==> config.mk <==
export PLATFORM = sky130hd
export DESIGN_NAME = pis_mul
export DESIGN_NICKNAME = d
export VERILOG_FILES = /design/src/design/pis_mul.sv
export SDC_FILE = /design/constraint.sdc
export NUM_CORES = 2
export LEC_CHECK = 0
export BUFFER_PORTS_ARGS = -buffer_cell sky130_fd_sc_hd__buf_2
export CORE_MARGIN = 1.5
export CORE_UTILIZATION = 45
export DETAILED_ROUTE_END_ITERATION = 6
export REMOVE_ABC_BUFFERS = 1
export SLEW_MARGIN = 20
export SYNTH_ARGS = -nofsm -noshare
export SYNTH_HDL_FRONTEND = slang
export SYNTH_SLANG_ARGS = --single-unit
==> constraint.sdc <==
create_clock -name clock -period 8 [get_ports clock]
set_input_delay 0.4 -clock clock [delete_from_list [all_inputs] [get_ports clock]]
set_output_delay 0.4 -clock clock [all_outputs]
set_load 0.1 [all_outputs]
==> src/design/pis_mul.sv <==
`timescale 1ns / 1ps
// ----------------------------------------------------------------------------
// pis_mul
// shared signed 32x32 multiplier with registered product
// ----------------------------------------------------------------------------
module pis_mul (
   input  logic                clock,
   input  logic signed [31:0]  a,
   input  logic signed [31:0]  b,
   output logic signed [63:0]  product
);
   logic signed [63:0] product_ff;
   logic signed [63:0] product_in;

   assign product_in = 64'(a) * 64'(b);

   always_ff @(posedge clock) begin
      product_ff <= product_in;
   end

   assign product = product_ff;
endmodule

## Yosys cells after proc, flatten, opt, wreduce, memory -nomap -nowiden

Index checks and enable logic that the tools add are counted.

| word-level totals | value |
|---|---|
| word-level logic and storage cells | 2 |
| output and inout bits | 64 |
| input port bits | 65 |
| flip-flop bits (word level) | 64 |

| cells by class | value |
|---|---|
| multiply operators | 1 |

Operators by type and width:

| kind | number |
|---|---|
| $mul 32x32->64 | 1 |

## Longest topological paths before layout

| logic depth | value |
|---|---|
| depth after elaboration | 1 |
| gate-level depth with buffers | 28 |

## Worst setup path before layout

Ideal clock, no wire load.

| timing | value |
|---|---|
| path type | in2reg |
| from | in b[2] |
| to | reg product_ff[63] (netlist: product[63]) |
| library setup time | 0.121 ns |
| stages | 25 |
| data required time | 7.879 ns |
| data arrival time | 7.623 ns |
| path buffers | 2 |
| setup slack | 0.257 ns |
| path through | clkbuf_1 nand2_1 inv_1 fa_1 fa_1 fa_1 fa_1 inv_1 fa_1 inv_1 fa_1 inv_1 fa_1 inv_1 fa_1 ha_1 clkbuf_1 nand4_1 or3_1 o21ai_0 a211oi_2 o32ai_1 nor2_1 a31o_2 xnor2_1 |

| on the way | value |
|---|---|
| longest elaborated chain between the ends | 1 |

Ends and longest elaborated chain:

| item | line | text |
|---|---|---|
| start: declaration | 9 | `input logic signed [31:0] b,` |
| $mul 32x32->64 | 15 | `assign product_in = 64'(a) * 64'(b);` |
| net product_in[63] | 13 | `logic signed [63:0] product_in;` |
| end signal: assignment | 18 | `product_ff <= product_in;` |
| end: declaration | 12 | `logic signed [63:0] product_ff;` |

The timed path passes the listed nets, and every way through them passes these cells.

## Final worst setup path

| timing | value |
|---|---|
| from | in a[16] |
| to | reg product_ff[62] (netlist: product[62]) |

| on the way | value |
|---|---|
| longest elaborated chain between the ends | 1 |

Ends and longest elaborated chain:

| item | line | text |
|---|---|---|
| start: declaration | 8 | `input logic signed [31:0] a,` |
| $mul 32x32->64 | 15 |  |
| net product_in[62] | 13 |  |

The timed path passes the listed nets, and every way through them passes these cells.

==> run metrics <==
fin. max-slew vios=0; Hold-fix buffers, CTS=0; area grow syn2layout=7.699%; CTS Buf Count=9; worst slew pin tran=0.7116 ns; Mapped Cells=3,949; maxcap violations=0; final wirelength=101,400 µm; Worst Path Buf+Inv=4; Largest stage delay, worst path=0.57 ns; Tot GR Track Use=25.35%; Die ar.=85,380 µm²; number of synthesized flops with an enable pin=0; CTS tree=done; Detailed Route Iter0 Violations=1,478; Hold Path Class=in2reg; nets@finish=5,379; most frequent cells in the layout=fa_1 (1,082), inv_1 (949), nand2_1 (524); pin count of the biggest net entering global routing=33; count of input and output buffers=128; share of cells above drive strength 1=8.784%; critical path depth=23; Starting Density=45.69%; worst path cell trace=buf_2 -> nand2_1 -> fa_1 -> fa_1 -> fa_1 -> fa_1 -> inv_1 -> fa_1 -> fa_1 -> fa_1 -> inv_1 -> fa_1 -> inv_1 -> ha_1 -> nand4_1 -> nor2_1 -> a22oi_1 -> nand4b_1 -> a211oi_2 -> o21ai_2 -> a31o_2 -> a221oi_2 -> xnor2_1; gpl congestion=0.9047; Hold Vio Cnt, Final=0; critical path launch point type=input port; outcome=completed; Num Clock Sinks=64; First-pass DRT Iterations=5; CTS resizes=0; die span in y=292.2 µm; Yosys reg bits=64; relative slew slack=52.56%; Cell Area, Synth=37,640 µm²; GR Util met1=35.36%; RSZ-0062 raised after global routing=false; Yosys cell types=70; met3 Use GR=4.887%; Syn. warnings=0; multi-input logic area=31,970 µm²; most used flip-flop cell after synthesis=dfxtp_1; busiest grt layer=met2; Worst path most repeated cell=fa_1; drt wl/cell=19.79 µm; first-pass GRT wire length=166,400 µm; row count=105; CP Max Fanout=23; async set or reset register ratio after synthesis=0%; via density per instance=5.092; critical path type=in2reg; Core ar.=82,370 µm²; min cycle time layout=7.591 ns; syn_area_per_cell=9.531 µm²; Crit path max-delay family=adder cells; Die W=292.2 µm; Clock Path Buffers=2; Remaining DRCs=0; Root Buffer=clkbuf_16; Post-CTS Setup Repair Bufs=0; CP Launch Point=a[16]; DP HPWL=88,960 µm; CP Data Arrival Time=7.88 ns; Final TNS setup=0 ns; routing usage on met2=41.88%; Max Fclk=0.1317 GHz; vias in the first global route=29,340; htree depth=3; Antenna Nets Post-Route=0; routed vias=26,100; register area share after synthesis=3.404%; WP data required=8.29 ns; Post-Layout Inst Area=40,540 µm²; Tcrit/Tclk final=94.89%; io pins=129; commonest non-fill, non-tap cell in the layout=fa_1; antenna violations before repair=7; Critical Path Sink Type=register; max reg flops=64; Register Area=1281 µm²; Area after DPL=40,220 µm²; Reg clk slew, reported paths=0.06 ns; Final Setup Violations=0; gr ovfl total=0; Setup crit end=product[62]; crit path max-delay cell type=fa_1; fillers=7,742
## cell families after synthesis
kind of cell / Yosys count / share of synthesized area [%]
buffers and inverters: 1163 / 11.66
AO/OA/AOI/OAI: 204 / 3.843
XOR/XNOR: 74 / 1.722
AND/OR/NAND/NOR: 1178 / 15.71
flip-flops: 64 / 3.404
adder cells (fa/ha/maj): 1266 / 63.67
## per-layer routing
metal,part of all wire (%),routed length (µm)
met1,43,43770
met2,48,48670
met3,7.4,7468
met4,1.5,1518
met5,0.017,17
## Yosys cell counts, drive strengths merged (3+ instances only)
| library cell | number | area (µm²) |
|---|---|---|
| ha | 184 | 2302 |
| xor2 | 22 | 192.7 |
| o21bai | 6 | 52.55 |
| nand3 | 18 | 102.6 |
| o21ai | 42 | 229.0 |
| or3 | 3 | 18.77 |
| nand2b | 13 | 81.33 |
| nor2b | 8 | 50.05 |
| and3 | 11 | 71.31 |
| buf | 13 | 68.82 |
| fa | 1082 | 21660 |
| a211oi | 7 | 85.08 |
| xnor2 | 52 | 455.4 |
| a31o | 3 | 26.28 |
| a211o | 5 | 43.79 |
| dfxtp | 64 | 1281 |
| nor2 | 61 | 229.0 |
| nand2 | 526 | 1989 |
| a21oi | 68 | 359.1 |
| and2 | 514 | 3217 |
| nand4 | 11 | 68.82 |
| nor3 | 7 | 35.03 |
| clkbuf | 201 | 755.7 |
| inv | 949 | 3562 |
| o211ai | 6 | 50.05 |
| a31oi | 6 | 52.55 |
| a21o | 33 | 247.7 |
| o21a | 4 | 30.03 |
## how the worst min path moves through the flow
| stage | from | cells past startpoint | to |
|---|---|---|---|
| after floorplan | a[0] | 1 | product[0] |
| after global placement | product[31] | 1 | product[31] |
| after detailed placement | product[4] | 1 | product[4] |
| after CTS | b[0] | 3 | product[0] |
| after global routing | b[0] | 3 | product[0] |
| final | b[0] | 3 | product[0] |
## metrics by stage
stage               utilization, %  worst slack, ns  hold WS [ns]  instances
global route                 49.20           0.1243        0.6904       5123
floorplan                        -           0.6109        0.5217       3735
CTS                          49.20           0.4537        0.6753       5123
global placement             48.83           0.1364        0.9522       5107
detailed placement           48.83           0.1155        0.9499       5107
finish                       49.21           0.4092        0.6891       5125
## area by class of cell
type / count / area share [%]
multi-input combinational: 2722 / 78.87
clock inverter: 6 / 0.1667
sequential: 64 / 3.161
inverter: 949 / 8.788
clock buffer: 10 / 0.5896
timing repair buffer: 302 / 5.112
tap: 1070 / 3.303
antenna: 2 / 0.01235
Power is left out: the tool's default activity adds up to more than one toggle a clock period on the data nets, which glitch-free logic cannot reach.
