### config.mk
export PLATFORM = sky130hd
export DESIGN_NAME = pis_div
export DESIGN_NICKNAME = d
export VERILOG_FILES = /design/src/design/pis_pkg.sv /design/src/design/pis_div.sv
export SDC_FILE = /design/constraint.sdc
export NUM_CORES = 1
export LEC_CHECK = 0
export ABC_AREA = 1
export BUFFER_PORTS_ARGS = -buffer_cell sky130_fd_sc_hd__buf_4
export CORE_ASPECT_RATIO = 1.25
export CORE_MARGIN = 8
export CORE_UTILIZATION = 51
export CTS_CLUSTER_DIAMETER = 120
export DETAILED_ROUTE_END_ITERATION = 7
export PLACE_DENSITY = 0.75
export RECOVER_POWER = 50
export SLEW_MARGIN = 10
export SYNTH_ARGS = -nofsm -noshare
export SYNTH_HDL_FRONTEND = slang
export SYNTH_SLANG_ARGS = --single-unit
### constraint.sdc
create_clock -name clock -period 7.3 [get_ports clock]
set_input_delay 1.095 -clock clock [delete_from_list [all_inputs] [get_ports clock]]
set_output_delay 1.095 -clock clock [all_outputs]
set_load 0.01 [all_outputs]
### src/design/pis_pkg.sv
`timescale 1ns / 1ps
// ----------------------------------------------------------------------------
// pis_pkg
// shared types and constants of the power iteration spectral radius block
// ----------------------------------------------------------------------------
package pis_pkg;

   localparam int MAX_SIZE_DEFAULT = 64;

   localparam int CMD_W    = 2;
   localparam int DATA_W   = 32;
   localparam int STATUS_W = 2;
   localparam int SIZE_W   = 7;
   localparam int ITER_W   = 16;
   localparam int CSR_IDX_W = 1;
   localparam int CSR_DATA_W = 16;
   localparam int ITER_RESET = 16;
   localparam int SIZE_RESET = 64;

   localparam int DIVIDEND_W = 48;
   localparam int RADICAND_W = 64;

   localparam logic [CMD_W-1:0] CMD_LOAD_MATRIX = 2'd0;
   localparam logic [CMD_W-1:0] CMD_LOAD_VECTOR = 2'd1;
   localparam logic [CMD_W-1:0] CMD_RUN         = 2'd2;
   localparam logic [CMD_W-1:0] CMD_UNUSED      = 2'd3;

   localparam logic [STATUS_W-1:0] STATUS_OK        = 2'd0;
   localparam logic [STATUS_W-1:0] STATUS_SATURATED = 2'd1;
   localparam logic [STATUS_W-1:0] STATUS_ZERO_VEC  = 2'd2;

   localparam logic [CSR_IDX_W-1:0] REG_SIZE_IN_USE     = 1'b0;
   localparam logic [CSR_IDX_W-1:0] REG_ITERATION_COUNT = 1'b1;

   typedef enum logic [3:0] {
      ST_IDLE,
      ST_SQ_RD,
      ST_SQ_MUL,
      ST_SQ_ACC,
      ST_ROOT,
      ST_ROOT_WAIT,
      ST_DV_RD,
      ST_DV_GO,
      ST_DV_WAIT,
      ST_MV_RD,
      ST_MV_MUL,
      ST_MV_ACC,
      ST_MV_WR,
      ST_CP_RD,
      ST_CP_WR,
      ST_FINISH
   } state_type;

endpackage

### src/design/pis_div.sv
`timescale 1ns / 1ps
// ----------------------------------------------------------------------------
// pis_div
// restoring unsigned divider, one quotient bit per cycle
// ----------------------------------------------------------------------------
module pis_div (
   input  logic                          clock,
   input  logic                          reset,
   input  logic                          start,
   output logic                          done,
   input  logic [pis_pkg::DIVIDEND_W-1:0] dividend,
   input  logic [31:0]                   divisor,
   output logic [pis_pkg::DIVIDEND_W-1:0] quotient
);
   import pis_pkg::*;

   localparam int CNT_W = $clog2(DIVIDEND_W + 1);

   logic [32:0]           rem_ff, rem_in;
   logic [DIVIDEND_W-1:0] quo_ff, quo_in;
   logic [CNT_W-1:0]      cnt_ff, cnt_in;
   logic                  busy_ff, busy_in;
   logic                  done_ff, done_in;
   logic [32:0]           rem_sh;

   always_comb begin
      rem_sh  = {rem_ff[31:0], quo_ff[DIVIDEND_W-1]};
      rem_in  = rem_ff;
      quo_in  = quo_ff;
      cnt_in  = cnt_ff;
      busy_in = busy_ff;
      done_in = 1'b0;
      if (start) begin
         rem_in  = '0;
         quo_in  = dividend;
         cnt_in  = CNT_W'(DIVIDEND_W);
         busy_in = 1'b1;
      end else if (busy_ff) begin
         if (rem_sh >= {1'b0, divisor}) begin
            rem_in = rem_sh - {1'b0, divisor};
            quo_in = {quo_ff[DIVIDEND_W-2:0], 1'b1};
         end else begin
            rem_in = rem_sh;
            quo_in = {quo_ff[DIVIDEND_W-2:0], 1'b0};
         end
         cnt_in = cnt_ff - CNT_W'(1);
         if (cnt_ff == CNT_W'(1)) begin
            busy_in = 1'b0;
            done_in = 1'b1;
         end
      end
   end

   always_ff @(posedge clock) begin
      rem_ff <= rem_in;
      quo_ff <= quo_in;
      cnt_ff <= cnt_in;
      if (reset) begin
         busy_ff <= 1'b0;
         done_ff <= 1'b0;
      end else begin
         busy_ff <= busy_in;
         done_ff <= done_in;
      end
   end

   assign done     = done_ff;
   assign quotient = quo_ff;
endmodule

# After elaboration in Yosys (flattened, before gate mapping)
# Index checks and enable logic that the tools add are counted.
[totals]
ff_bits = 88
inputBits = 83
out_inout_bits = 49
word_cells = 20
[op_classes]
add_sub_neg = 2
magnitude_cmp = 1
n_eq_ne = 1
muxes = 8
bitwise = 1
reduce_logical = 2
[ops]
columns = ["operator", "n"]
rows = [
  ["48-bit 2-to-1 mux", 2],
  ["33-bit by 32-bit >= comparator with 1-bit output", 1],
  ["32-bit 2-to-1 mux", 1],
  ["32-bit subtractor", 1],
  ["6-bit by 1-bit == test with 1-bit output, second input constant", 1],
  ["6-bit by 1-bit subtractor with 6-bit output, second input constant", 1],
  ["1-bit 2-to-1 mux", 5],
  ["3-bit OR reduction", 1],
  ["2-bit nonzero test", 1],
  ["1-bit inverter", 1],
]

# Longest topological paths before layout
# Gate-level depths: netlist of run 1.
[depth]
ltp_word = 4
ltp_mapped = 17

# Least setup slack after synthesis of run 1
# No wires, ideal clock.
[synth_timing]
path_type = "input port to flip-flop"
startpoint = "input start"
endpoint = "register quo_ff[0], in the netlist quotient[0], enable pin"
setup_time_ns = 0.432
t_arrival_ns = 3.006
required_ns = 6.868
setup_slack_ns = 3.862
cell_stages = 4
path_buffers = 2
cell_sequence = "clkbuf_1 nor2_1 inv_1 clkbuf_1"
[synth_between]
elab_chain_len = 1
[synth_lines]
columns = ["element", "line_no", "text"]
rows = [
  ["from (decl)", "pis_div.sv:9", "input logic start,"],
  ["2-bit nonzero test (no line)", "n/a", ""],
  ["to (signal assigned)", "pis_div.sv:56", "quo_ff <= quo_in;"],
  ["to (decl)", "pis_div.sv:20", "logic [DIVIDEND_W-1:0] quo_ff, quo_in;"],
]
# Every way passes these cells.
# A chain may end at the register's enable or synchronous reset.

# Final worst setup path of run 1
[layout_timing]
startpoint = "input start"
endpoint = "register quo_ff[11], in the netlist quotient[11] (data pin)"
[layout_between]
elab_chain_len = 1
[layout_lines]
columns = ["element", "line_no", "text"]
rows = [
  ["48-bit 2-to-1 mux", "pis_div.sv:33", "if (start) begin"],
  ["net quo_in[11]", "pis_div.sv:20", ""],
]
# The timed path passes the listed nets, and every way through them passes these cells.

==> results of run 1 <==
-- metal layers --
| metal | up-vias | part of all wire, % | track usage, % |
|---|---|---|---|
| met5 | - | 0 | 0 |
| met4 | 0 | 2.6 | 9.03 |
| met3 | 34 | 6.9 | 5.73 |
| met2 | 178 | 50 | 39.1 |
| met1 | 2857 | 40 | 24.4 |
| li1 | 3399 | - | - |
-- power by group through the flow --
| stage | Clock, uW | Sequential (uW) | Combinational, uW |
|---|---|---|---|
| floorplan | 0 | 603 | 100 |
| CTS | 524 | 582 | 220 |
| global placement | 0 | 592 | 217 |
| detailed placement | 0 | 592 | 219 |
| global route | 545 | 585 | 221 |
| finish | 516 | 581 | 197 |
-- worst max-delay path, delay by kind of cell --
| kind | cells | cell delay (ps) |
|---|---|---|
| buffers and inverters | 3 | 3250 |
| AND/OR/NAND/NOR | 2 | 330 |
-- flip-flops by register name, indices dropped and copies added, names as in the netlist --
signal    cells
quotient     48
rem_ff       32
cnt_ff        6
busy_ff       1
done          1
-- final timing paths --
kind	endpoint	cells after the start	from
max	quotient[11]	5	start
min	rem_ff[26]	2	rem_ff[26]
max reg2reg	rem_ff[4]	14	rem_ff[19]
min reg2reg	rem_ff[26]	2	rem_ff[26]
-- through the flow --
| stage | hold WS (ps) | total power [uW] | worst slack, ps | cell area [um2] | instances |
|---|---|---|---|---|---|
| floorplan | 443 | 703 | 3860 | 6550 | 1028 |
| CTS | 476 | 1330 | 3940 | 7960 | 1322 |
| global route | 486 | 1350 | 2170 | 7770 | 1322 |
| finish | 475 | 1290 | 2670 | 7770 | 1322 |
| global placement | 460 | 809 | 3620 | 7640 | 1306 |
| detailed placement | 464 | 811 | 3570 | 7640 | 1306 |
-- cell families after synthesis --
group / share of synthesized area (%)
simple gates: 40.4
flops: 34.3
fa+ha+maj: 6.81
compound gates: 4.00
xor+xnor: 1.87
buf+inv: 12.7
-- cells in the final DEF (no fill, tap or decap), types with 5 or more instances in the layout --
| cell type | netlist | routed |
|---|---|---|
| a21oi_1 | 23 | 23 |
| nand4_1 | 10 | 10 |
| nand2_1 | 455 | 455 |
| nor2_2 | 5 | 5 |
| nand3_1 | 83 | 83 |
| xnor2_1 | 13 | 13 |
| edfxtp_1 | 48 | 48 |
| ha_1 | 34 | 34 |
| inv_1 | 178 | 177 |
| nand3b_1 | 15 | 15 |
| clkbuf_16 | 0 | 9 |
| nor2_1 | 45 | 45 |
| o21ai_1 | 8 | 8 |
| nand2_2 | 7 | 7 |
| clkbuf_1 | 15 | 51 |
| dfxtp_1 | 40 | 40 |
| o21ai_0 | 8 | 8 |
| buf_4 | 2 | 85 |
-- layout make-up --
type	instances	area [um2]
multi-input combinational	730	3470
sequential	88	2240
tap	168	210
fill	1251	4840
inverter	184	691
timing repair buffer	136	830
clock inverter	7	98.8
clock buffer	9	225
==> impl_metrics.yaml, run 1 <==
global_route:
  grt_pass1_vias: 6471
  antenna_found_initial: 0
  track_usage_pct: 21.9
  grt_max_degree: 59
  grt_first_pass_wirelength_mm: 30.3
  overflow: 0
power:
  p_switching_uw: 350
  p_int_uw: 944
  peakVddDrop_mv: 0.130
  power.density_nw_per_um2: 167
  switching_share_pct: 27.1
  comb_power_share_pct: 15.2
  power_leakage_uw: 0.00427
  p_seq_share_pct: 44.9
  p_clk_share_pct: 39.9
synth:
  synth_cells: 1028
  synthesis.nets: 1146
  netlist_area_um2: 6550
  synth.top_cells.by_count: "nand2_1, inv_1, nand3_1, edfxtp_1, nor2_1"
  ys.flop_type: "edfxtp_1"
  yosys_register_bits: 88
  yosys_warnings: 0
  post-synth-top-count-cell: "nand2_1"
  async_reset_ff_share_pct: 0
  syn_avg_cell_area_um2: 6.37
  yosys.area.top_type_share_pct: 26.1
  synth.distinct_cells: 36
  synth_seq_area_share_pct: 34.3
  synth-edff-count: 48
  ys_top_cells_by_area: "nand2_1, edfxtp_1, dfxtp_1, inv_1, ha_1"
  yosysTopAreaCell: "nand2_1"
clock_network:
  ctsLongestPathBuffers: 2
  post_cts_buffers: 0
  cts_hold_buffers: 0
  cts_resized: 0
  cts_buffers: 9
  htree_levels: 3
  cts_tree: "yes"
  clk_pin_slew_ps: 70
  clk_latency_ps: 340
  root_buffer: "clkbuf_16"
  cts.sinks: 88
die:
  num_io_pins: 132
  dieArea_um2: 16700
  rows: 46
  die_height_um: 143
  initial_core_util_pct: 51.9
  core_area_um2: 12600
  die_x_um: 117
run:
  maxCapViolCount: 2
placement:
  finalWeightedCongestion: 0.957
  io_buffers: 131
  dp_hpwl_mm: 14.2
sta:
  fin_skew_ps: 10.4
  hold_viol_final: 0
  max_slew_margin_pct: -44.4
  setup_total_negative_slack_ps: 0
  min_period_ps: 4630
  grt_setup_unrepaired: "false"
  finalSetupViolCount: 0
  worst_slew_pin_slew_ps: 2170
  slew_violations: 96
  timing.fmax_mhz: 216
  finalCritPeriodShare_pct: 63.5
drt:
  antenna_left: 0
  via_per_inst: 4.89
  wl_per_cell_um: 13.8
  vias: 6468
  wl_mm: 18.3
  drc: 0
  drt_iter0_markers: 429
  drt_first_pass_iters: 5
status:
  violations: "capacitance limit, slew limit"
  run_status: "finished, violations left"
setup_path:
  worstSetupPathType: "primary input to flop"
  critPathRequiredTime_ps: 7390
  critical_path_arrival_ps: 4720
  start_kind: "primary input"
  r2r_setup_slack_ps: 4460
  critPathMaxFanout: 52
  cp-end-kind: "flop"
  crit_path_top_delay_cell: "clkbuf_1"
  crit_chain: "clkbuf_1, clkinv_1, clkbuf_1, nand2_1, nand2_1"
  cp_slowest_stage_delay_ps: 1520
layout:
  fin_util_pct: 61.6
  drive_gt1_share_pct: 10.6
  layout.nets: 1267
  diodes: 0
  area_growth_pct: 18.7
min_path:
  min_path_type: "flop to flop"
Power figures use the tool's default switching activity.
==> run 2: changes to the inputs <==
--- a/config.mk
+++ b/config.mk
@@ -12,7 +12,7 @@
 export CORE_UTILIZATION = 51
 export CTS_CLUSTER_DIAMETER = 120
 export DETAILED_ROUTE_END_ITERATION = 7
-export PLACE_DENSITY = 0.75
+export PLACE_DENSITY = 0.78
 export RECOVER_POWER = 50
 export SLEW_MARGIN = 10
 export SYNTH_ARGS = -nofsm -noshare
==> constraint.sdc (replaced) <==
create_clock -name clock -period 3.7 [get_ports clock]
set_input_delay 0.555 -clock clock [delete_from_list [all_inputs] [get_ports clock]]
set_output_delay 0.555 -clock clock [all_outputs]
set_load 0.01 [all_outputs]
==> run 2 against run 1 <==
Compared with the run above: critical path depth increased by 11; clock skew about the same; die area unchanged; sequential power increased by 98%; via count increased by 1.5%; non-clock buffer count increased by 4; cell area increased by 0.40%; worst setup slack got worse by 1400 ps; register-to-register slack got worse by 3200 ps; global-route usage decreased by 0.17 points; first-iteration DRC count decreased by 21%; the flow now finishes without violations; clock-buffer cell count unchanged; critical path type unchanged.
==> impl_metrics.yaml, run 2 (synthesis results as in run 1) <==
drt:
  wl_mm: 18.1
  wl_per_cell_um: 13.6
  via_per_inst: 4.95
  drc: 0
  antenna_left: 0
  drt_iter0_markers: 338
  vias: 6568
  drt_first_pass_iters: 6
layout:
  multi_input_area_um2: 3470
  area_growth_pct: 19.2
  final_cell_mix: "nand2_1, inv_1, buf_4"
  final_common_cell: "nand2_1"
  layout.nets: 1271
  drive_gt1_share_pct: 10.9
  fillerInstances: 1242
  largest_register_ffs: 48
  diodes: 0
  seq_area_um2: 2240
setup_path:
  crit_chain: "buf_4, inv_1, ha_1, nand2_1, inv_1, nand2_1, nand2_1, inv_1, nand3_2, nand2_1, nand2_2, nand2_2, buf_4, nand3_1, nand3_1, o21ai_0"
  r2r_start: "rem_ff[6]"
  cp_slowest_stage_delay_ps: 340
  reg2reg_depth: 12
  crit_path_frequent_cell: "nand2_1"
  critPathMaxFanout: 20
  critPathRequiredTime_ps: 3910
  start_kind: "primary input"
  cp-end-kind: "flop"
  crit_path_top_delay_cell: "ha_1"
  r2r_setup_slack_ps: 1300
  critical_path_arrival_ps: 2620
  worstSetupPathType: "primary input to flop"
  r2r_end: "rem_ff[29]"
global_route:
  antenna_found_initial: 0
  overflow: 0
  grt_first_pass_wirelength_mm: 30.2
  grt_max_degree: 60
  grt_pass1_vias: 6533
  track_usage_pct: 21.8
sta:
  fin_skew_ps: 10.2
  timing.fmax_mhz: 415
  max_slew_margin_pct: 5.08
  setup_total_negative_slack_ps: 0
  finalSetupViolCount: 0
  finalCritPeriodShare_pct: 65.2
  min_period_ps: 2410
  worst_slack_ps: 1290
  whs_ps: 382
  slew_violations: 0
  worst_slew_pin_slew_ps: 1420
  hold_viol_final: 0
  grt_setup_unrepaired: "false"
min_path:
  worstHoldStart: "reset"
  hold_end: "busy_ff"
  min_path_type: "primary input to flop"
  holdPathStages: 2
clock_network:
  ctsLongestPathBuffers: 2
  cts.sinks: 88
  root_buffer: "clkbuf_16"
  cts_tree: "yes"
  cts_resized: 0
  post_cts_buffers: 0
  clk_pin_slew_ps: 70
  cts_hold_buffers: 0
  cts_buffers: 9
  htree_levels: 3
  clk_latency_ps: 350
die:
  rows: 46
  die_x_um: 117
  die_height_um: 143
  core_area_um2: 12600
  initial_core_util_pct: 51.9
  num_io_pins: 132
  dieArea_um2: 16700
placement:
  finalWeightedCongestion: 1.02
  pre_cts_ws_ps: 932
  dp_hpwl_mm: 14.0
  io_buffers: 131
status:
  run_status: "complete, no violations"
power:
  peakVddDrop_mv: 0.221
  p_total_uw: 2560
  power_leakage_uw: 0.00429
  power.density_nw_per_um2: 329
run:
  maxCapViolCount: 0
## run 2: cell count changes in the layout (fill, tap and decap cells not counted)
cell | before | now
nor2_2 | 5 | 6
clkbuf_1 | 51 | 52
buf_4 | 85 | 88
inv_8 | 0 | 1
nor2_1 | 45 | 44
inv_6 | 3 | 2
## run 2: layer usage
metal  GRT usage [%]  wire length, um  share of wire [%]
met1            24.2             7090                 39
met2            38.1             8810                 49
met3            6.48             1600                8.8
met4            9.10              577                3.2
met5               0                0                  0
## run 2: worst max path at each step
stage	depth (start not counted)	startpoint	endpoint	slack, ps
2_1_floorplan	4	start	quotient[0]	800
3_3_place_gp	16	divisor[8]	rem_ff[8]	950
3_5_place_dp	16	divisor[8]	rem_ff[8]	930
4_1_cts	16	divisor[7]	rem_ff[1]	1270
5_1_grt	12	rem_ff[11]	rem_ff[4]	1040
6_report	16	divisor[8]	rem_ff[1]	1290
## run 2: final cells by class
class / instances / share of cell area [%]
Clock inverter: 7 / 1.30
Inverter: 184 / 8.86
Clock buffer: 9 / 2.89
Tap cell: 168 / 2.70
Multi-Input combinational cell: 730 / 44.5
Sequential cell: 88 / 28.8
Timing Repair Buffer: 140 / 11.0
## run 2: worst max-delay path, delay by kind of cell
family                   cells  cell delay [ps]
AO/OA/AOI/OAI                1               70
adder cells (fa/ha/maj)      1              340
buffers and inverters        5              570
AND/OR/NAND/NOR              9             1070
## run 2: metrics by stage
stage          cell area (um2)  std cells  utilization, %
2_1_floorplan             6550       1028               -
3_3_place_gp              7670       1310            60.8
3_5_place_dp              7670       1310            60.8
4_1_cts                   7990       1326            63.4
5_1_grt                   7800       1326            61.9
6_report                  7800       1326            61.9
## run 2: report_power, final
group | leakage, uW | switching (uW) | total, uW | internal, uW
Clock | 0.000158 | 431 | 1030 | 601
Sequential | 0.000817 | 36.4 | 1150 | 1110
Combinational | 0.00331 | 234 | 387 | 154
Total | 0.00429 | 701 | 2560 | 1860
