File: src/design/pis_pkg.sv
`timescale 1ns / 1ps
// ----------------------------------------------------------------------------
// pis_pkg
// shared types and constants of the power iteration spectral radius block
// ----------------------------------------------------------------------------
package pis_pkg;

   localparam int MAX_SIZE_DEFAULT = 64;

   localparam int CMD_W    = 2;
   localparam int DATA_W   = 32;
   localparam int STATUS_W = 2;
   localparam int SIZE_W   = 7;
   localparam int ITER_W   = 16;
   localparam int CSR_IDX_W = 1;
   localparam int CSR_DATA_W = 16;
   localparam int ITER_RESET = 16;
   localparam int SIZE_RESET = 64;

   localparam int DIVIDEND_W = 48;
   localparam int RADICAND_W = 64;

   localparam logic [CMD_W-1:0] CMD_LOAD_MATRIX = 2'd0;
   localparam logic [CMD_W-1:0] CMD_LOAD_VECTOR = 2'd1;
   localparam logic [CMD_W-1:0] CMD_RUN         = 2'd2;
   localparam logic [CMD_W-1:0] CMD_UNUSED      = 2'd3;

   localparam logic [STATUS_W-1:0] STATUS_OK        = 2'd0;
   localparam logic [STATUS_W-1:0] STATUS_SATURATED = 2'd1;
   localparam logic [STATUS_W-1:0] STATUS_ZERO_VEC  = 2'd2;

   localparam logic [CSR_IDX_W-1:0] REG_SIZE_IN_USE     = 1'b0;
   localparam logic [CSR_IDX_W-1:0] REG_ITERATION_COUNT = 1'b1;

   typedef enum logic [3:0] {
      ST_IDLE,
      ST_SQ_RD,
      ST_SQ_MUL,
      ST_SQ_ACC,
      ST_ROOT,
      ST_ROOT_WAIT,
      ST_DV_RD,
      ST_DV_GO,
      ST_DV_WAIT,
      ST_MV_RD,
      ST_MV_MUL,
      ST_MV_ACC,
      ST_MV_WR,
      ST_CP_RD,
      ST_CP_WR,
      ST_FINISH
   } state_type;

endpackage

File: src/design/pis_sqrt.sv
`timescale 1ns / 1ps
// ----------------------------------------------------------------------------
// pis_sqrt
// digit by digit floor square root of a 64-bit value, one result bit per cycle
// ----------------------------------------------------------------------------
module pis_sqrt (
   input  logic                           clock,
   input  logic                           reset,
   input  logic                           start,
   output logic                           done,
   input  logic [pis_pkg::RADICAND_W-1:0] radicand,
   output logic [31:0]                    root
);
   import pis_pkg::*;

   localparam int STEPS = RADICAND_W / 2;
   localparam int CNT_W = $clog2(STEPS + 1);

   logic [RADICAND_W-1:0] v_ff, v_in;
   logic [RADICAND_W-1:0] r_ff, r_in;
   logic [RADICAND_W-1:0] bit_ff, bit_in;
   logic [CNT_W-1:0]      cnt_ff, cnt_in;
   logic                  busy_ff, busy_in;
   logic                  done_ff, done_in;
   logic [RADICAND_W-1:0] trial;

   always_comb begin
      trial   = r_ff + bit_ff;
      v_in    = v_ff;
      r_in    = r_ff;
      bit_in  = bit_ff;
      cnt_in  = cnt_ff;
      busy_in = busy_ff;
      done_in = 1'b0;
      if (start) begin
         v_in    = radicand;
         r_in    = '0;
         bit_in  = RADICAND_W'(1) << (RADICAND_W - 2);
         cnt_in  = CNT_W'(STEPS);
         busy_in = 1'b1;
      end else if (busy_ff) begin
         if (v_ff >= trial) begin
            v_in = v_ff - trial;
            r_in = (r_ff >> 1) + bit_ff;
         end else begin
            r_in = r_ff >> 1;
         end
         bit_in = bit_ff >> 2;
         cnt_in = cnt_ff - CNT_W'(1);
         if (cnt_ff == CNT_W'(1)) begin
            busy_in = 1'b0;
            done_in = 1'b1;
         end
      end
   end

   always_ff @(posedge clock) begin
      v_ff   <= v_in;
      r_ff   <= r_in;
      bit_ff <= bit_in;
      cnt_ff <= cnt_in;
      if (reset) begin
         busy_ff <= 1'b0;
         done_ff <= 1'b0;
      end else begin
         busy_ff <= busy_in;
         done_ff <= done_in;
      end
   end

   assign done = done_ff;
   assign root = r_ff[31:0];
endmodule

File: config.mk
export PLATFORM = sky130hd
export DESIGN_NAME = pis_sqrt
export DESIGN_NICKNAME = d
export VERILOG_FILES = /design/src/design/pis_pkg.sv /design/src/design/pis_sqrt.sv
export SDC_FILE = /design/constraint.sdc
export NUM_CORES = 1
export LEC_CHECK = 0
export BUFFER_PORTS_ARGS = -buffer_cell sky130_fd_sc_hd__buf_4
export CAP_MARGIN = 20
export CELL_PAD_IN_SITES_DETAIL_PLACEMENT = 1
export CELL_PAD_IN_SITES_GLOBAL_PLACEMENT = 2
export CORE_MARGIN = 4
export CORE_UTILIZATION = 37
export CTS_CLUSTER_DIAMETER = 60
export DETAILED_ROUTE_END_ITERATION = 10
export GPL_ROUTABILITY_DRIVEN = 0
export PLACE_DENSITY_LB_ADDON = 0.2
export SLEW_MARGIN = 10
export SYNTH_ARGS = -nofsm -noshare
export SYNTH_HDL_FRONTEND = slang
export SYNTH_SLANG_ARGS = --single-unit
File: constraint.sdc
create_clock -name clock -period 7.7 [get_ports clock]
set_input_delay 0.77 -clock clock [delete_from_list [all_inputs] [get_ports clock]]
set_output_delay 0.77 -clock clock [all_outputs]
set_load 0.02 [all_outputs]
**After elaboration in Yosys (flattened, before gate mapping)**

Cells that the tools add are included.

- Register bits after elaboration: 168
- Logic and storage cells: 25
- Input port bits: 67

- Add/sub/neg operators: 4
- $lt $le $gt $ge: 1
- Equality and inequality tests: 1
- Muxes and demuxes: 8
- Bitwise operators: 1
- Reduce and logical (&&, ||, !) cells: 4

Operators with widths:

| kind | number |
|---|---|
| two-way mux 64 bit | 4 |
| adder 63 x 63 -> 64 bit | 1 |
| adder 64 x 63 -> 64 bit | 1 |
| greater-or-equal comparator 64 bit | 1 |
| subtractor 64 bit | 1 |
| equality test 6 x 1 -> 1 bit, second input constant | 1 |
| subtractor 6 x 1 -> 6 bit, second input constant | 1 |
| two-way mux 1 bit | 4 |
| nonzero test 2 bit | 2 |
| OR reduction 3 bit | 1 |
| AND reduction 2 bit | 1 |
| inverter 1 bit | 1 |

**Longest topological paths before layout**

Gate-level depths: netlist of the first run.

- Depth in word-level cells: 5
- Depth in mapped cells: 27

**Worst setup path after synthesis of the first run**

Ideal clock, no wire load.

- Path type: reg2reg
- Start: register r_ff[2]
- End: register v_ff[0] (enable)
- Stages on the path, launching flop included: 23
- Setup slack: 1.652 ns
- Library setup time: 0.688 ns
- Data arrival time: 5.360 ns
- Period minus slack after synthesis: 6.048 ns
- Path through: dfxtp_1 -> ha_1 -> a31oi_1 -> o21bai_1 -> a31oi_1 -> o211ai_1 -> o31ai_1 -> o31ai_2 -> a31oi_1 -> o21ai_1 -> a31oi_1 -> xor2_1 -> ha_1 -> clkbuf_1 -> a21oi_1 -> o21bai_1 -> a21oi_1 -> o31ai_1 -> a221oi_1 -> o31a_1 -> buf_6 -> nand2b_4 -> nand2_1

- Cells in the longest elaborated chain, start to end: 4

Ends and longest elaborated chain:

| item | RTL line | text |
|---|---|---|
| from (decl) | pis_sqrt.sv:20 | `logic [RADICAND_W-1:0] r_ff, r_in;` |
| from (signal assigned) | pis_sqrt.sv:59 | `r_ff <= r_in;` |
| adder 64 x 63 -> 64 bit | pis_sqrt.sv:28 | `trial = r_ff + bit_ff;` |
| greater-or-equal comparator 64 bit | pis_sqrt.sv:42 | `if (v_ff >= trial) begin` |
| nonzero test 2 bit (no line) | - |  |
| AND reduction 2 bit (no line) | - |  |
| to (signal assigned) | pis_sqrt.sv:58 | `v_ff <= v_in;` |
| to (decl) | pis_sqrt.sv:19 | `logic [RADICAND_W-1:0] v_ff, v_in;` |

Every way passes these cells.
A chain may end at the register's enable or synchronous reset.

**Worst setup path after layout of the first run**

Ends and elaborated chain as after synthesis.

==> results.toml, run 1 <==
[sta]
finalSetupTns_ns = 0
layout_min_cycle_time_ns = 6.578
fin_crit_sh_pct = 85.43
setup_viol = 0
final-hold-violation-count = 0
skew_ns = 0.01411
fin_ws_ns = 1.122
rsz0062_at_grt = "no"
slew_violations = 0
fin_hold_ws_ns = 0.4403
worst_slew_pin_slew_ns = 1.048
relSlewSlack_pct = 30.07
fmax_ghz = 0.1520

[worst_setup_path]
cp_cell_sequence = "ha_1 > a31oi_1 > o21bai_1 > a31oi_1 > o211ai_1 > o31ai_1 > o31ai_2 > a31oi_1 > o21ai_1 > xnor2_1 > ha_1 > nand4_1 > nor3_1 > and2_1 > nand2_1 > o31a_2 > nand2b_4 > nand2_2 > buf_4"
critPathSlowestCell = "buf_4"
worstPathMaxFanout = 64
critPathArrivalTime_ns = 6.70
crit_path_max_incr_delay_ns = 0.70
crit_path_start_kind = "flip-flop"
worstPathRequired_ns = 7.82
end_kind = "flip-flop"
path_class = "reg2reg"
crit_top_cell = "a31oi_1"

[routing]
drt-initial-drc-count = 775
vias_per_cell = 5.870
wl_per_cell_um = 20.58
routed_wl_um = 53280
ant_nets = 0
vias = 15198
first_pass_iters = 5
remaining_drc_errors = 0

[job]
cap_violations = 0

[floorplan]
die_h_um = 215.0
die_w_um = 215.0
coreArea_mm2 = 0.04213
rows = 75
dieArea_mm2 = 0.04621
initial_utilization_pct = 37.62
num_io_pins = 100

[synthesis]
yosysWarnings = 0
synthCells = 2052
yosysUniqueCellTypes = 84
synth-seq-cells = 168
synth_top_cell_area_share_pct = 13.14
synth_flop_cell = "dfxtp_1"
synth_area_leaders = "dfxtp_1, edfxtp_1, ha_1, o21ai_0, nor2_1"
synthArstFlopShare_pct = 0
yosys.area.top_type = "dfxtp_1"
synth_area_mm2 = 0.01585
syn_area_per_cell_um2 = 7.724
yosysSeqAreaShare_pct = 25.26
synth_edf_count = 64
synth.net_count = 2252

[cells_and_area]
final_common_cell = "nor2_1"
syn_to_final_growth_pct = 8.653
final_cell_mix = "nor2_1, nand2_1, o21ai_0"
n_fill_cell = 5156
multiInputGateArea_mm2 = 0.01091
diodes = 0
seq_area_mm2 = 0.004008
final_layout_size_suffix_gt1_share_pct = 9.415
nets = 2237
final_cells = 2589

[outcome]
outcome = "complete, no violations"

[power_and_ir_drop]
finalPower_w = 0.004684
cellLeakagePower_nw = 6.513
vdd_drop_max_uv = 134.3
powerDensity_mw_per_mm2 = 272.0

[placement]
port_buffers = 99
place_hpwl_um = 41460
dp.cells = 2557
pre_cts_ws_ns = 1.161

[global_route]
grt_pass1_vias = 15406
grt_pass1_wl_um = 85300
overflow = 0
grt_max_degree = 81
grt_usage_pct = 22.91
antenna_found_initial = 0

[clock_tree]
cts.sinks = 168
htreeDepth = 4
cts_root_buf = "clkbuf_16"
clock_latency_ns = 0.50
cts_setup_buffers = 0
cts_tree = "yes"
cts_buffers = 17
clk_pin_slew_worst_paths_ns = 0.07
max-clock-path-buffers = 2
ctsHoldBuffers = 0
cts_resized = 0

[hold_path]
hold_class = "in2reg"
==> cell usage after synthesis, types with 14 or more instances <==
| library cell | instances |
|---|---|
| a211oi_1 | 23 |
| a21o_1 | 40 |
| a21oi_1 | 157 |
| a311oi_1 | 26 |
| a31o_2 | 14 |
| a31oi_1 | 65 |
| and2_1 | 15 |
| buf_4 | 36 |
| clkbuf_1 | 90 |
| dfxtp_1 | 104 |
| edfxtp_1 | 64 |
| ha_1 | 132 |
| inv_1 | 54 |
| mux2i_1 | 52 |
| nand2_1 | 213 |
| nand3_1 | 48 |
| nand4_1 | 42 |
| nor2_1 | 217 |
| nor2b_1 | 24 |
| nor3_1 | 34 |
| o21a_1 | 17 |
| o21ai_0 | 171 |
| o21bai_1 | 39 |
| or3_1 | 27 |
| xnor2_1 | 74 |
| xor2_1 | 61 |
==> layer usage <==
layer	vias to the layer above	GRT usage, %	share of wire (%)
met3	53	3.305	3.1
met5	-	0	0
met4	0	5.835	1.7
met2	234	37.73	46
met1	7398	31.66	49
li1	7513	-	-
==> worst max-delay path, delay by kind of cell, from the launching register on <==
kind                     cells  cell delay (ns)
AO/OA/AOI/OAI                9             2.88
AND/OR/NAND/NOR              6             1.15
adder cells (fa/ha/maj)      2             0.78
buffers and inverters        1             0.70
flip-flops                   1             0.42
XOR/XNOR                     1             0.16
==> per-stage QoR <==
step	instance area [µm²]	util (%)
2_1_floorplan	15850	-
3_3_place_gp	16680	39.58
3_5_place_dp	16680	39.58
4_1_cts	17220	40.87
5_1_grt	17220	40.87
6_report	17220	40.87
==> where the power goes <==
group / total, W / switching (W) / internal [W]
logic: 0.00252 / 0.00156 / 0.000956
registers: 0.00130 / 0.000150 / 0.00115
clock network: 0.000864 / 0.000415 / 0.000450
==> worst paths after layout <==
| kind | startpoint | end | slack [ns] | depth (start not counted) |
|---|---|---|---|---|
| worst max-delay path | r_ff[2] | v_ff[0] | 1.12 | 19 |
| worst min-delay path | reset | busy_ff | 0.44 | 2 |
| worst max register to register | r_ff[2] | v_ff[0] | 1.12 | 19 |
| worst min register to register | cnt_ff[5] | cnt_ff[5] | 0.49 | 2 |
==> area by class of cell <==
type | count | share of cell area [%]
Clock buffer | 19 | 2.572
Clock inverter | 13 | 0.5885
Inverter | 56 | 1.221
Multi-Input combinational cell | 1680 | 63.37
Sequential cell | 168 | 23.27
Tap cell | 539 | 3.916
Timing Repair Buffer | 114 | 5.064
==> logic make-up (layout without fill, tap and decap cells) <==
family | count (synthesis) | count (layout) | share of synthesized area, %
AND/OR/NAND/NOR | 680 | 680 | 19.75
buffers and inverters | 204 | 202 | 5.913
XOR/XNOR | 135 | 135 | 7.460
adder cells (fa/ha/maj) | 133 | 133 | 10.55
flip-flops | 168 | 168 | 25.26
multiplexers | 57 | 57 | 3.639
AO/OA/AOI/OAI | 675 | 675 | 27.43
==> sequential cells by signal, summed over array words and instances, names as in the netlist <==
name,cells
bit_ff,32
cnt_ff,6
r_ff,64
v_ff,64
done,1
busy_ff,1
Note: power is estimated with default switching activity, not from simulation.
==> run 2, diff against run 1 <==
--- a/config.mk
+++ b/config.mk
@@ -15,6 +15,7 @@
 export DETAILED_ROUTE_END_ITERATION = 10
 export GPL_ROUTABILITY_DRIVEN = 0
 export PLACE_DENSITY_LB_ADDON = 0.2
+export RECOVER_POWER = 50
 export SLEW_MARGIN = 10
 export SYNTH_ARGS = -nofsm -noshare
 export SYNTH_HDL_FRONTEND = slang
==> run 2 against run 1 <==
The run now ends with max-capacitance violations, max-slew violations left; sequential share of layout area is 0.22 points higher; core utilization is 0.38 points lower; combinational power is essentially flat.
==> results.toml, run 2 (same netlist as run 1, synthesis figures left out) <==
[sta]
worst_slew_pin_slew_ns = 4.037
rsz0062_at_grt = "no"
relSlewSlack_pct = -169.1
finalSetupTns_ns = 0
skew_ns = 0.01416
layout_min_cycle_time_ns = 6.721
fin_crit_sh_pct = 87.29
final-hold-violation-count = 0
fmax_ghz = 0.1488
setup_viol = 0
fin_ws_ns = 0.9786
slew_violations = 219

[routing]
highest_layer = "met4"
drt-initial-drc-count = 797
first_pass_iters = 5
dr_wl_met3_um = 1641
routed_wl_um = 53270
vias_per_cell = 5.871
remaining_drc_errors = 0
met1_length_um = 26200
wl_per_cell_um = 20.57
vias = 15200
wl_met2_um = 24490
ant_nets = 0

[power_and_ir_drop]
cellLeakagePower_nw = 6.355
swShare_pct = 45.50
combinationalPowerShare_pct = 53.7
clkPwrFrac_pct = 18.5
vdd_drop_max_uv = 134.7
powerDensity_mw_per_mm2 = 273.5
intPower_w = 0.002543
seq_power_share_pct = 27.8
p_switching_w = 0.002123

[clock_tree]
htreeDepth = 4
max-clock-path-buffers = 2
cts_buffers = 17
cts_setup_buffers = 0
cts_tree = "yes"
clock_latency_ns = 0.50
cts_resized = 0
clk_pin_slew_worst_paths_ns = 0.07
cts.sinks = 168
ctsHoldBuffers = 0
cts_root_buf = "clkbuf_16"

[global_route]
grt_pass1_wl_um = 85300
grt_max_degree = 81
antenna_found_initial = 0
grt_pass1_vias = 15406
overflow = 0
grt_usage_pct = 22.91

[worst_setup_path]
critPathArrivalTime_ns = 6.85
cp_cell_sequence = "ha_1 > a31oi_1 > o21bai_1 > a31oi_1 > o211ai_1 > o31ai_1 > o31ai_2 > a31oi_1 > o21ai_1 > xnor2_1 > ha_1 > nand4_1 > nor3_1 > and2_0 > nand2_1 > o31a_2 > nand2b_4 > nand2_2 > buf_4"
end_kind = "flip-flop"
crit_top_cell = "a31oi_1"
worstPathMaxFanout = 64
crit_path_start_kind = "flip-flop"
worstPathRequired_ns = 7.82
path_class = "reg2reg"
crit_path_max_incr_delay_ns = 0.72
critPathSlowestCell = "buf_4"

[floorplan]
num_io_pins = 100
die_w_um = 215.0
dieArea_mm2 = 0.04621
die_h_um = 215.0
coreArea_mm2 = 0.04213
initial_utilization_pct = 37.62
rows = 75

[cells_and_area]
syn_to_final_growth_pct = 7.650
reg_top3 = "r_ff x64, v_ff x64, bit_ff x32"
diodes = 0
final_layout_size_suffix_gt1_share_pct = 7.415
post-route-util_pct = 40.49
n_fill_cell = 5183
final_cell_mix = "nor2_1, nand2_1, o21ai_0"
nets = 2237
final_common_cell = "nor2_1"

[outcome]
outcome = "finished with violations"
violations = "max-capacitance violations, max-slew violations"

[placement]
place_hpwl_um = 41460
port_buffers = 99
pre_cts_ws_ns = 1.161

[job]
cap_violations = 4

[hold_path]
hold_class = "in2reg"
## run 2: cell count changes in the layout (fill, tap and decap cells not counted), moves of 2 or more
cell	previous run	this run
buf_4	112	74
clkbuf_1	1	39
o21ai_0	171	176
o21ai_1	12	7
and2_0	0	2
and2_1	15	13
## run 2: worst paths after layout
kind | startpoint | to | slack, ns | depth (start not counted)
min | reset | busy_ff | 0.44 | 2
max | r_ff[2] | v_ff[0] | 0.98 | 19
max reg2reg | r_ff[2] | v_ff[0] | 0.98 | 19
min reg2reg | cnt_ff[5] | cnt_ff[5] | 0.49 | 2
## run 2: power groups by stage
stage / Sequential [W] / Combinational [W] / Clock (W)
after floorplan: 0.00124 / 0.00191 / 0
after global placement: 0.00131 / 0.00244 / 0
after detailed placement: 0.00132 / 0.00249 / 0
after CTS: 0.00130 / 0.00251 / 0.000896
after global routing: 0.00132 / 0.00278 / 0.000922
final: 0.00130 / 0.00250 / 0.000863
## run 2: metal layers
layer,vias up,global-route usage (%)
li1,7503,-
met1,7405,31.66
met2,241,37.73
met3,51,3.305
met4,0,5.835
met5,-,0
## run 2: worst max-delay path, delay by kind of cell, from the launching register on
family                   cells  cell delay, ns
AO/OA/AOI/OAI                9            2.88
adder cells (fa/ha/maj)      2            0.83
AND/OR/NAND/NOR              6            1.26
buffers and inverters        1            0.72
XOR/XNOR                     1            0.16
flip-flops                   1            0.36
## run 2: through the flow
stage          hold slack [ns]  total power, W  instance area, µm²  std cells
6_report                0.4396        0.004667               17060       2589
5_1_grt                 0.4265        0.005024               17060       2589
4_1_cts                 0.4065        0.004705               17220       2589
3_5_place_dp            0.4805        0.003808               16680       2557
3_3_place_gp            0.4723        0.003752               16680       2557
2_1_floorplan           0.4613        0.003141               15850       2052
## run 2: final cells by class
class	count	area, µm²	area share, %
clock buffer	19	442.9	2.596
clock inverter	13	101.3	0.5940
inverter	56	210.2	1.232
multi-input combinational	1680	10900	63.86
sequential	168	4008	23.49
tap	539	674.4	3.953
timing repair buffer	114	729.5	4.275
==> run 3, diff against run 2 <==
==> constraint.sdc (replaced) <==
create_clock -name clock -period 7.5 [get_ports clock]
set_input_delay 0.75 -clock clock [delete_from_list [all_inputs] [get_ports clock]]
set_output_delay 0.75 -clock clock [all_outputs]
set_load 0.02 [all_outputs]
==> run 3 against run 2 <==
The run still ends with max-capacitance violations, max-slew violations left; flip-flop and latch count unchanged; cell area up 0.57%; sequential share of layout area down 0.16 points; clock-buffer cell count up 3; die area unchanged; hold slack worse by 0.0071 ns; critical path depth up 4; clock power up 15%; sequential power up 4%; first-iteration DRC count down 9.0%; critical endpoint is now r_ff[56]; largest cell class unchanged; largest power group unchanged; highest routed layer unchanged.
==> results.toml, run 3 (same netlist as run 1, synthesis figures left out) <==
[routing]
first_pass_iters = 5
ant_nets = 0
vias_per_cell = 5.880
vias = 15201
remaining_drc_errors = 0
drt-initial-drc-count = 725
routed_wl_um = 53470
wl_per_cell_um = 20.69

[floorplan]
dieArea_mm2 = 0.04621
coreArea_mm2 = 0.04213
num_io_pins = 100
die_h_um = 215.0
initial_utilization_pct = 37.62
rows = 75
die_w_um = 215.0

[power_and_ir_drop]
vdd_drop_max_uv = 159.1
cellLeakagePower_nw = 6.379
powerDensity_mw_per_mm2 = 284.5

[clock_tree]
cts.sinks = 168
cts_resized = 0
max-clock-path-buffers = 2
htreeDepth = 4
cts_setup_buffers = 0
cts_tree = "yes"
clk_pin_slew_worst_paths_ns = 0.07
clock_latency_ns = 0.50
ctsHoldBuffers = 0
cts_buffers = 17
cts_root_buf = "clkbuf_16"

[sta]
layout_min_cycle_time_ns = 6.503
final-hold-violation-count = 0
rsz0062_at_grt = "no"
fin_crit_sh_pct = 86.71
fmax_ghz = 0.1538
skew_ns = 0.01355
finalSetupTns_ns = 0
slew_violations = 212
setup_viol = 0
relSlewSlack_pct = -100.7
worst_slew_pin_slew_ns = 3.010

[cells_and_area]
multiInputGateArea_mm2 = 0.01091
seq_area_mm2 = 0.004004
nets = 2234
reg_top3 = "r_ff x64, v_ff x64, bit_ff x32"
final_common_cell = "nor2_1"
final_cell_area_mm2 = 0.01716
syn_to_final_growth_pct = 8.266
final_layout_size_suffix_gt1_share_pct = 7.380
final_cell_mix = "nor2_1, nand2_1, o21ai_0"
n_fill_cell = 5159
diodes = 0

[global_route]
antenna_found_initial = 0
overflow = 0
grt_pass1_wl_um = 85310
grt_pass1_vias = 15572
grt_max_degree = 80
grt_usage_pct = 22.86

[worst_setup_path]
crit_path_start_kind = "flip-flop"
end_kind = "flip-flop"
path_class = "reg2reg"
crit_family = "compound AO/OA/AOI/OAI gates"
critPathBufInv = 1
crit_path_max_incr_delay_ns = 0.50
worstPathRequired_ns = 7.89
critPathSlowestCell = "o31ai_1"
worstPathMaxFanout = 19
critPathArrivalTime_ns = 6.89
cp_cell_sequence = "ha_1 > a31oi_1 > o21bai_1 > a31oi_1 > o211ai_1 > o31ai_1 > o31ai_2 > a31oi_1 > o21ai_1 > a31oi_1 > xor2_1 > ha_1 > a21oi_1 > o21bai_1 > a21oi_1 > o31ai_1 > a221oi_1 > o31a_2 > buf_4 > nor3_1 > a21oi_1 > a21oi_1 > o31a_1"

[job]
cap_violations = 4

[placement]
dpl_cell_area_mm2 = 0.01667
port_buffers = 99
place_hpwl_um = 41540

[hold_path]
hold_class = "in2reg"

[outcome]
violations = "max-capacitance violations, max-slew violations"
outcome = "finished with violations"
run 3: cell type report:
cell class / instances / share of cell area, %
Timing Repair Buffer: 111 / 4.215
Clock buffer: 22 / 3.084
Tap cell: 539 / 3.930
Multi-Input combinational cell: 1680 / 63.59
Clock inverter: 9 / 0.6198
Inverter: 56 / 1.225
Sequential cell: 168 / 23.33
run 3: report_power, final:
group	leakage (nW)	switching, W	total, W	internal (W)
clock	0.313	0.000425	0.000992	0.000566
combinational	4.57	0.00157	0.00254	0.000968
sequential	1.49	0.000168	0.00135	0.00118
run 3: stage by stage:
step	util (%)	worst slack, ns	total power, W	hold slack [ns]	cells
5_1_grt	40.72	0.3675	0.005244	0.4154	2585
3_5_place_dp	39.55	1.120	0.003889	0.4865	2554
6_report	40.72	0.9970	0.004881	0.4325	2585
3_3_place_gp	39.55	1.304	0.003841	0.4712	2554
2_1_floorplan	-	1.452	0.003225	0.4613	2052
4_1_cts	41.06	1.063	0.004915	0.3856	2585
run 3: path summary, 6_finish.rpt:
path / startpoint / endpoint / slack (ns) / cells after the start
worst min register to register: cnt_ff[0] / cnt_ff[0] / 0.49 / 2
worst min-delay path: reset / busy_ff / 0.43 / 2
worst max-delay path: r_ff[2] / r_ff[56] / 1.0 / 23
worst max register to register: r_ff[2] / r_ff[56] / 1.0 / 23
run 3: routing by layer:
layer | GRT usage [%] | share of wire, % | vias up
li1 | - | - | 7492
met1 | 31.16 | 49 | 7416
met2 | 37.66 | 46 | 239
met3 | 3.475 | 3.2 | 54
met4 | 6.592 | 1.8 | 0
met5 | 0 | 0 | -
